==> src/rtl/btla_pkg.sv <==
// Shared types and codes for the bakery ticket lock arbiter.
// No dependencies; used by the cell, the top level and the checker.
package btla_pkg;

  localparam int ID_W = 4;

  localparam logic OP_LOCK    = 1'b0;
  localparam logic OP_RELEASE = 1'b1;

  typedef struct packed {
    logic            op;
    logic [ID_W-1:0] requester;
  } cmd_t;

  typedef struct packed {
    logic            grant_valid;
    logic [ID_W-1:0] grant_id;
    logic            error;
  } result_t;

  // write strobe broadcast to the cell row
  typedef struct packed {
    logic            en;
    logic            flag;
    logic            load_ticket;
    logic [ID_W-1:0] id;
  } cell_wr_t;

endpackage

==> src/rtl/bakery_ticket_lock_arbiter_core.sv <==
// Bakery ticket lock arbiter: a row of requester cells and the command sequencer.
// Depends on btla_pkg and btla_cell.
//
// Usage:
//   A command word (op, requester) is taken at a rising edge with start high
//   and busy low. op lock asks for the lock, op release gives it back.
//   Each command yields exactly one result word on result, shown for one
//   cycle with done high; the receiver cannot stall it and need not.
// Timing:
//   A scan wave walks the cell row one cell per cycle, gathering the largest
//   ticket, the smallest flagged (ticket, id) apart from the requester, and
//   that requester's own slot. A command runs through a scan state for the
//   wave and a finish state for the decision; done is registered as the
//   finish state ends and is high in a cycle where busy is
//   already low, so the next command can be taken alongside the result.
// Reset:
//   rst clears every flag and ticket, frees the lock and returns to idle;
//   a command in flight is dropped without a result word.
module bakery_ticket_lock_arbiter_core #(
  parameter int REQUESTERS  = 16,
  parameter int TICKET_BITS = 8
) (
  input  logic               clk,
  input  logic               rst,
  input  logic               start,
  input  btla_pkg::cmd_t     cmd,
  output logic               busy,
  output logic               done,
  output btla_pkg::result_t  result
);

  localparam int CNT_W = (REQUESTERS > 1) ? $clog2(REQUESTERS) : 1;
  localparam logic [CNT_W-1:0]       CNT_LAST   = CNT_W'(REQUESTERS - 1);
  localparam logic [TICKET_BITS-1:0] TICKET_TOP = {TICKET_BITS{1'b1}};

  localparam logic [1:0] S_IDLE   = 2'd0;
  localparam logic [1:0] S_SCAN   = 2'd1;
  localparam logic [1:0] S_FINISH = 2'd2;

  logic [1:0]                   state;
  logic [CNT_W-1:0]             cnt;
  btla_pkg::cmd_t               cmd_q;
  logic                         holder_valid;
  logic [btla_pkg::ID_W-1:0]    holder_id;

  logic [TICKET_BITS-1:0]       max_chain        [REQUESTERS+1];
  logic                         min_found_chain  [REQUESTERS+1];
  logic [TICKET_BITS-1:0]       min_ticket_chain [REQUESTERS+1];
  logic [btla_pkg::ID_W-1:0]    min_id_chain     [REQUESTERS+1];
  logic                         hit_flag_chain   [REQUESTERS+1];
  logic [TICKET_BITS-1:0]       hit_ticket_chain [REQUESTERS+1];

  btla_pkg::cell_wr_t           wr;
  logic [TICKET_BITS-1:0]       new_ticket;
  logic                         id_ok;
  logic                         is_lock;
  logic                         lock_ok;
  logic                         release_ok;
  logic                         err;
  logic                         holder_after;
  logic                         cand_en;
  logic [TICKET_BITS-1:0]       cand_ticket;
  logic                         cand_wins;
  logic                         grant;
  logic [btla_pkg::ID_W-1:0]    grant_id;
  logic                         base_found;
  logic [TICKET_BITS-1:0]       base_ticket;
  logic [btla_pkg::ID_W-1:0]    base_id;
  logic                         hit_flag;
  logic [TICKET_BITS-1:0]       hit_ticket;
  logic [TICKET_BITS-1:0]       max_ticket;

  assign busy = (state != S_IDLE);

  // wave seed
  assign max_chain[0]        = '0;
  assign min_found_chain[0]  = 1'b0;
  assign min_ticket_chain[0] = '0;
  assign min_id_chain[0]     = '0;
  assign hit_flag_chain[0]   = 1'b0;
  assign hit_ticket_chain[0] = '0;

  for (genvar i = 0; i < REQUESTERS; i++) begin : g_cell
    btla_cell #(
      .INDEX       (i),
      .TICKET_BITS (TICKET_BITS)
    ) u_cell (
      .clk            (clk),
      .rst            (rst),
      .scan_id        (cmd_q.requester),
      .wr             (wr),
      .wr_ticket      (new_ticket),
      .max_in         (max_chain[i]),
      .min_found_in   (min_found_chain[i]),
      .min_ticket_in  (min_ticket_chain[i]),
      .min_id_in      (min_id_chain[i]),
      .hit_flag_in    (hit_flag_chain[i]),
      .hit_ticket_in  (hit_ticket_chain[i]),
      .max_out        (max_chain[i+1]),
      .min_found_out  (min_found_chain[i+1]),
      .min_ticket_out (min_ticket_chain[i+1]),
      .min_id_out     (min_id_chain[i+1]),
      .hit_flag_out   (hit_flag_chain[i+1]),
      .hit_ticket_out (hit_ticket_chain[i+1])
    );
  end

  assign max_ticket  = max_chain[REQUESTERS];
  assign base_found  = min_found_chain[REQUESTERS];
  assign base_ticket = min_ticket_chain[REQUESTERS];
  assign base_id     = min_id_chain[REQUESTERS];
  assign hit_flag    = hit_flag_chain[REQUESTERS];
  assign hit_ticket  = hit_ticket_chain[REQUESTERS];

  // decision, valid in the finish cycle once the wave has left the last cell
  always_comb begin
    new_ticket   = (max_ticket == TICKET_TOP) ? TICKET_TOP : max_ticket + TICKET_BITS'(1);
    id_ok        = (int'(cmd_q.requester) < REQUESTERS);
    is_lock      = (cmd_q.op == btla_pkg::OP_LOCK);
    lock_ok      = id_ok && is_lock && !hit_flag;
    release_ok   = id_ok && !is_lock && holder_valid && (holder_id == cmd_q.requester);
    err          = !(lock_ok || release_ok);
    holder_after = holder_valid && !release_ok;
    // fold the requester's own slot back into the minimum unless it just left
    cand_en      = id_ok && !release_ok && (hit_flag || is_lock);
    cand_ticket  = hit_flag ? hit_ticket : new_ticket;
    cand_wins    = cand_en && (!base_found || (cand_ticket < base_ticket) ||
                   ((cand_ticket == base_ticket) && (cmd_q.requester < base_id)));
    grant        = !holder_after && (base_found || cand_en);
    grant_id     = cand_wins ? cmd_q.requester : base_id;

    wr.en          = (state == S_FINISH) && (lock_ok || release_ok);
    wr.flag        = lock_ok;
    wr.load_ticket = lock_ok;
    wr.id          = cmd_q.requester;
  end

  always_ff @(posedge clk) begin
    if (rst) begin
      state        <= S_IDLE;
      cnt          <= '0;
      holder_valid <= 1'b0;
      holder_id    <= '0;
      done         <= 1'b0;
    end else begin
      done <= 1'b0;
      case (state)
        S_IDLE: begin
          if (start) begin
            state <= S_SCAN;
            cnt   <= '0;
          end
        end
        S_SCAN: begin
          cnt <= cnt + CNT_W'(1);
          if (cnt == CNT_LAST) begin
            state <= S_FINISH;
          end
        end
        S_FINISH: begin
          done  <= 1'b1;
          state <= S_IDLE;
          if (grant) begin
            holder_valid <= 1'b1;
            holder_id    <= grant_id;
          end else if (release_ok) begin
            holder_valid <= 1'b0;
            holder_id    <= '0;
          end
        end
        default: begin
          state <= S_IDLE;
        end
      endcase
    end
  end

  // payload: hold the command word, load the result word
  always_ff @(posedge clk) begin
    if (start && !busy) begin
      cmd_q <= cmd;
    end
    if (state == S_FINISH) begin
      result.grant_valid <= grant;
      result.grant_id    <= grant ? grant_id : '0;
      result.error       <= err;
    end
  end

endmodule

==> src/rtl/btla_cell.sv <==
// One requester slot: waiting flag and ticket, plus one stage of the scan wave.
// Depends on btla_pkg.
module btla_cell #(
  parameter int INDEX       = 0,
  parameter int TICKET_BITS = 8
) (
  input  logic                          clk,
  input  logic                          rst,
  input  logic [btla_pkg::ID_W-1:0]     scan_id,
  input  btla_pkg::cell_wr_t            wr,
  input  logic [TICKET_BITS-1:0]        wr_ticket,
  input  logic [TICKET_BITS-1:0]        max_in,
  input  logic                          min_found_in,
  input  logic [TICKET_BITS-1:0]        min_ticket_in,
  input  logic [btla_pkg::ID_W-1:0]     min_id_in,
  input  logic                          hit_flag_in,
  input  logic [TICKET_BITS-1:0]        hit_ticket_in,
  output logic [TICKET_BITS-1:0]        max_out,
  output logic                          min_found_out,
  output logic [TICKET_BITS-1:0]        min_ticket_out,
  output logic [btla_pkg::ID_W-1:0]     min_id_out,
  output logic                          hit_flag_out,
  output logic [TICKET_BITS-1:0]        hit_ticket_out
);

  localparam logic [btla_pkg::ID_W-1:0] MY_ID = btla_pkg::ID_W'(INDEX);

  logic                   flag;
  logic [TICKET_BITS-1:0] ticket;
  logic                   scan_match;
  logic                   wr_match;
  logic                   take_min;

  assign scan_match = (int'(scan_id) == INDEX);
  assign wr_match   = wr.en && (int'(wr.id) == INDEX);
  // skip the slot under operation; the top level folds it back in
  assign take_min   = flag && !scan_match && (!min_found_in || (ticket < min_ticket_in));

  always_ff @(posedge clk) begin
    if (rst) begin
      flag   <= 1'b0;
      ticket <= '0;
    end else if (wr_match) begin
      flag <= wr.flag;
      if (wr.load_ticket) begin
        ticket <= wr_ticket;
      end
    end
  end

  // scan wave: advance one slot per cycle
  always_ff @(posedge clk) begin
    max_out <= (ticket > max_in) ? ticket : max_in;
    if (take_min) begin
      min_found_out  <= 1'b1;
      min_ticket_out <= ticket;
      min_id_out     <= MY_ID;
    end else begin
      min_found_out  <= min_found_in;
      min_ticket_out <= min_ticket_in;
      min_id_out     <= min_id_in;
    end
    if (scan_match) begin
      hit_flag_out   <= flag;
      hit_ticket_out <= ticket;
    end else begin
      hit_flag_out   <= hit_flag_in;
      hit_ticket_out <= hit_ticket_in;
    end
  end

endmodule

==> config.mk <==
export PLATFORM = sky130hd
export DESIGN_NAME = bakery_ticket_lock_arbiter_core
export DESIGN_NICKNAME = d
export VERILOG_FILES = /design/src/rtl/btla_pkg.sv /design/src/rtl/bakery_ticket_lock_arbiter_core.sv /design/src/rtl/btla_cell.sv
export SDC_FILE = /design/constraint.sdc
export NUM_CORES = 1
export LEC_CHECK = 0
export BUFFER_PORTS_ARGS = -buffer_cell sky130_fd_sc_hd__buf_4
export CAP_MARGIN = 20
export CORE_MARGIN = 5
export CORE_UTILIZATION = 32
export CTS_BUF_LIST = sky130_fd_sc_hd__clkbuf_4 sky130_fd_sc_hd__clkbuf_8
export DETAILED_ROUTE_END_ITERATION = 12
export GPL_TIMING_DRIVEN = 0
export PLACE_DENSITY_LB_ADDON = 0.1
export SETUP_SLACK_MARGIN = 0.4
export SLEW_MARGIN = 10
export SYNTH_ARGS = -nofsm -noshare
export SYNTH_HDL_FRONTEND = slang
export SYNTH_SLANG_ARGS = --single-unit
==> constraint.sdc <==
create_clock -name clk -period 3.8 [get_ports clk]
set_input_delay 0.57 -clock clk [delete_from_list [all_inputs] [get_ports clk]]
set_output_delay 0.57 -clock clk [all_outputs]
set_load 0.01 [all_outputs]
==> impl_results.md <==
- Post-synthesis instance total: 3511
- Leakage: between 10 and 15 nW
- Total core area: ~95000 µm²
- Layout cells sized above 1: 13.0%
- Die Y: 320 µm
- # setup viols final: 0
- Syn_area_per_cell: just under 9 µm²
- Status: finished clean
- Routed length per instance: about 20 µm
- Clock sink count: between 600 and 700
- CTS tree: done
- CP cell instances: ha_4, and4_1, buf_6, nand4_1, buf_6, o21a_1, clkbuf_16, clkbuf_16, mux2i_1, ha_1, nand4_1, or3_4, o221a_4, o21ai_1, a21oi_1
- Tot Pwr: 13.9 mW
- Nets: between 3000 and 4000
- HP Class: in -> reg
- Fin. Hold Viols: 0
- Seq pwr share: approximately 48%
- WL final: approximately 100000 µm
- CTS Root Cell: clkbuf_8
- CP arrival: around 3800 ps
- Iteration-0 DRC Markers: roughly 1700
- Synth cell types: 58
- RSZ-0062 raised after global routing: true
- R2R cell count: 15
- H-tree levels: 3
- NetSw: slightly above 3 mW
- GRT Total Usage: about a fifth
- First-pass GRT wire length: approximately 150000 µm
- Reg2reg start: g_cell[15].u_cell.max_out[0]
- Slowest cell on crit path: or3_4
- I/O pin count: 16
- Yosys warnings: 0
- Clk pwr share: between 50% and 60%
- Antenna-violating nets left: 0
- Startpoint types: register
- Via count: approximately 25000
- Fmax: between 0.3 and 0.4 GHz
- Mapped Nets: about 3800
- Critical Path Start: g_cell[15].u_cell.max_out[0]
- Crit. End Element: register
- Initial antenna violation count: 6
- Pint: 10.8 mW
- Number of buffers created by CTS: about 110
- Final Wtd Congestion: between 0.8 and 0.9
- Worst slew margin: about a quarter
- Cell Area, Placed: roughly 33000 µm²
- Synth area leaders: dfxtp_1 (40%), ha_1 (9.7%), mux2_2 (6.9%)
- CTS Buffer Depth: 3
- Vias in the first global route: 24700
- WP buf/inv: 4
- Hold depth: 3
- IO Port Bufs: 14
- Crit Path Max Fanout: 5
- Reg-to-reg slack, setup: 520 ps
- DP HPWL: between 70000 and 80000 µm
- Seq cells post-synth: between 600 and 700
- Count of maximum capacitance violations: 0
- Mapped Area: just over 30000 µm²
- FF-to-FF End: result[1]
- Clock Pin Slew Worst Setup and Hold Paths: around 70 ps
- Min Tclk post-route: between 3000 and 4000 ps
- Worst vdd ir: about 0.27 mV
- WS Path Type: reg -> reg
- WP data required: 4270 ps
- Post-synthesis sequential area ratio: about two fifths
- Top cells by count, synth: dfxtp_1 (621), nand2_1 (406), nor2_1 (312), inv_1 (259), ha_1 (238)
- Clock Latency Late Sink: around 770 ps
- EDFF count, synth: 11
- Count leader, synth: dfxtp_1
- Finished Core Util: ~37%
- Final Cycle Share: 86.4%
- Slowest Stage Delay on Critical Path: a little over 400 ps
- Fillers: 9824
- GRT Residual Overflow: 0
- Worst path depth: 15
- FP Rows: 113
- Area Growth Syn to Fin: 15.2%
- Final Cell Area: 35500 µm²
- Die area: 103000 µm²
- Max Slew Vio Count: 0
- Largest net degree at the start of global routing: 16
- Ys async rst share: 0%
- Sw Share: between 20 and 25%
- PwrDens: 390 nW/µm²
- Yosys top cell by area: dfxtp_1
- Pre-CTS WS: -961 ps
- Worst Setup EP: result[1]
- Drt first pass iters: 5
- Top FF cell, synth: dfxtp_1
- Crit-path leading delay family: simple AND/OR/NAND/NOR gates
- Comb power frac: about 1.1%
- Post-synth top area share: just over 40%
- DRC Markers: 0
- Initial Utilization: about a third
- Slew @ Worst Pin: between 1000 and 1500 ps
- Die W: roughly 320 µm
- Final WS setup: slightly above 500 ps
- Setup Skew: about 50 ps
- Post-DR vias/cell: roughly 5
[metal layers]
layer	wire, µm	GRT usage (%)	up-vias
li1	-	-	12700
met1	46800	25.5	11700
met2	44800	30.4	494
met3	4280	3.40	180
met4	2600	5.31	0
met5	0	0	-
[how the worst min path moves through the flow]
stage,from,endpoint,slack (ps)
global route,start,cmd_q[1],260
detailed placement,g_cell[8].u_cell.min_id_out[3],g_cell[9].u_cell.min_id_out[3],400
CTS,start,cmd_q[1],240
floorplan,g_cell[9].u_cell.min_id_out[1],g_cell[10].u_cell.min_id_out[1],390
global placement,g_cell[8].u_cell.min_id_out[3],g_cell[9].u_cell.min_id_out[3],400
finish,start,cmd_q[1],300
[logic make-up (layout without fill, tap and decap cells)]
logic type	Yosys count	in the layout	synth area share [%]
buffers and inverters	457	695	5.66
DFF	632	632	41.4
other	0	3	0
xor gates and xnor gates	4	4	0.114
and+or+nand+nor	1287	1287	20.2
adders and majority gates	238	238	9.66
AOI/OAI and AO/OA	698	698	15.9
muxes	195	195	7.09
[registers in the layout (all words and copies together) (netlist names)]
name,count
g_cell.u_cell.hit_flag_out,16
g_cell.u_cell.max_out,128
g_cell.u_cell.ticket,128
g_cell.u_cell.min_id_out,49
g_cell.u_cell.flag,16
result,6
cmd_q,5
holder_valid,1
g_cell.u_cell.hit_ticket_out,128
holder_id,4
g_cell.u_cell.min_ticket_out,128
cnt,4
g_cell.u_cell.min_found_out,16
done,1
state,2
[metrics by stage]
step                cells  setup TNS [ps]  hold WS, ps
finish               5017               0          302
global route         5016               0          258
CTS                  5011               0          237
detailed placement   4794           -7510          397
global placement     4790           -8450          404
floorplan            3511               0          391
[tightest hold or removal path: cells and delay by family]
| kind | cells | cell delay (ps) |
|---|---|---|
| and+or+nand+nor | 1 | 110 |
| buffers and inverters | 2 | 190 |
[cells in the final DEF (no fill, tap or decap), types with 113 or more instances in the layout]
master | Yosys | layout
mux2_2 | 188 | 188
nand3_1 | 139 | 139
clkbuf_1 | 162 | 151
clkbuf_8 | 0 | 147
inv_1 | 259 | 259
o2111ai_1 | 120 | 120
dfxtp_1 | 621 | 619
a211oi_1 | 176 | 176
nand2_1 | 406 | 405
or3_1 | 114 | 113
a21oi_1 | 150 | 149
ha_1 | 238 | 237
nor2_1 | 312 | 311
[power groups by stage]
stage / logic, mW / registers (mW) / clock network (mW)
final: 0.154 / 6.66 / 7.04
after global placement: 0.150 / 6.80 / 0
after CTS: 0.154 / 6.66 / 7.27
after global routing: 0.166 / 6.65 / 7.59
after floorplan: 0.0824 / 6.80 / 0
after detailed placement: 0.149 / 6.80 / 0
[what timing repair did]
item                                   in CTS  in global routing
resized for setup                          43                 18
hold buffers                                5                  0
pin swaps                                   4                  7
setup buffers                               9                  3
setup endpoints to repair                   8                  8
endpoints found under the hold margin       5                  0
[cell type report]
cell class / instances / area [µm²] / area share [%]
Inverter: 260 / 976 / 2.75
Multi-Input combinational cell: 2422 / 16400 / 46.2
Antenna cell: 3 / 7.51 / 0.0211
Sequential cell: 632 / 12800 / 35.9
Clock buffer: 176 / 2230 / 6.27
Timing Repair Buffer: 35 / 290 / 0.817
Clock inverter: 27 / 315 / 0.888
Tap cell: 1265 / 1580 / 4.46
Buffer: 197 / 942 / 2.65
(Power assumes the default switching activity.)
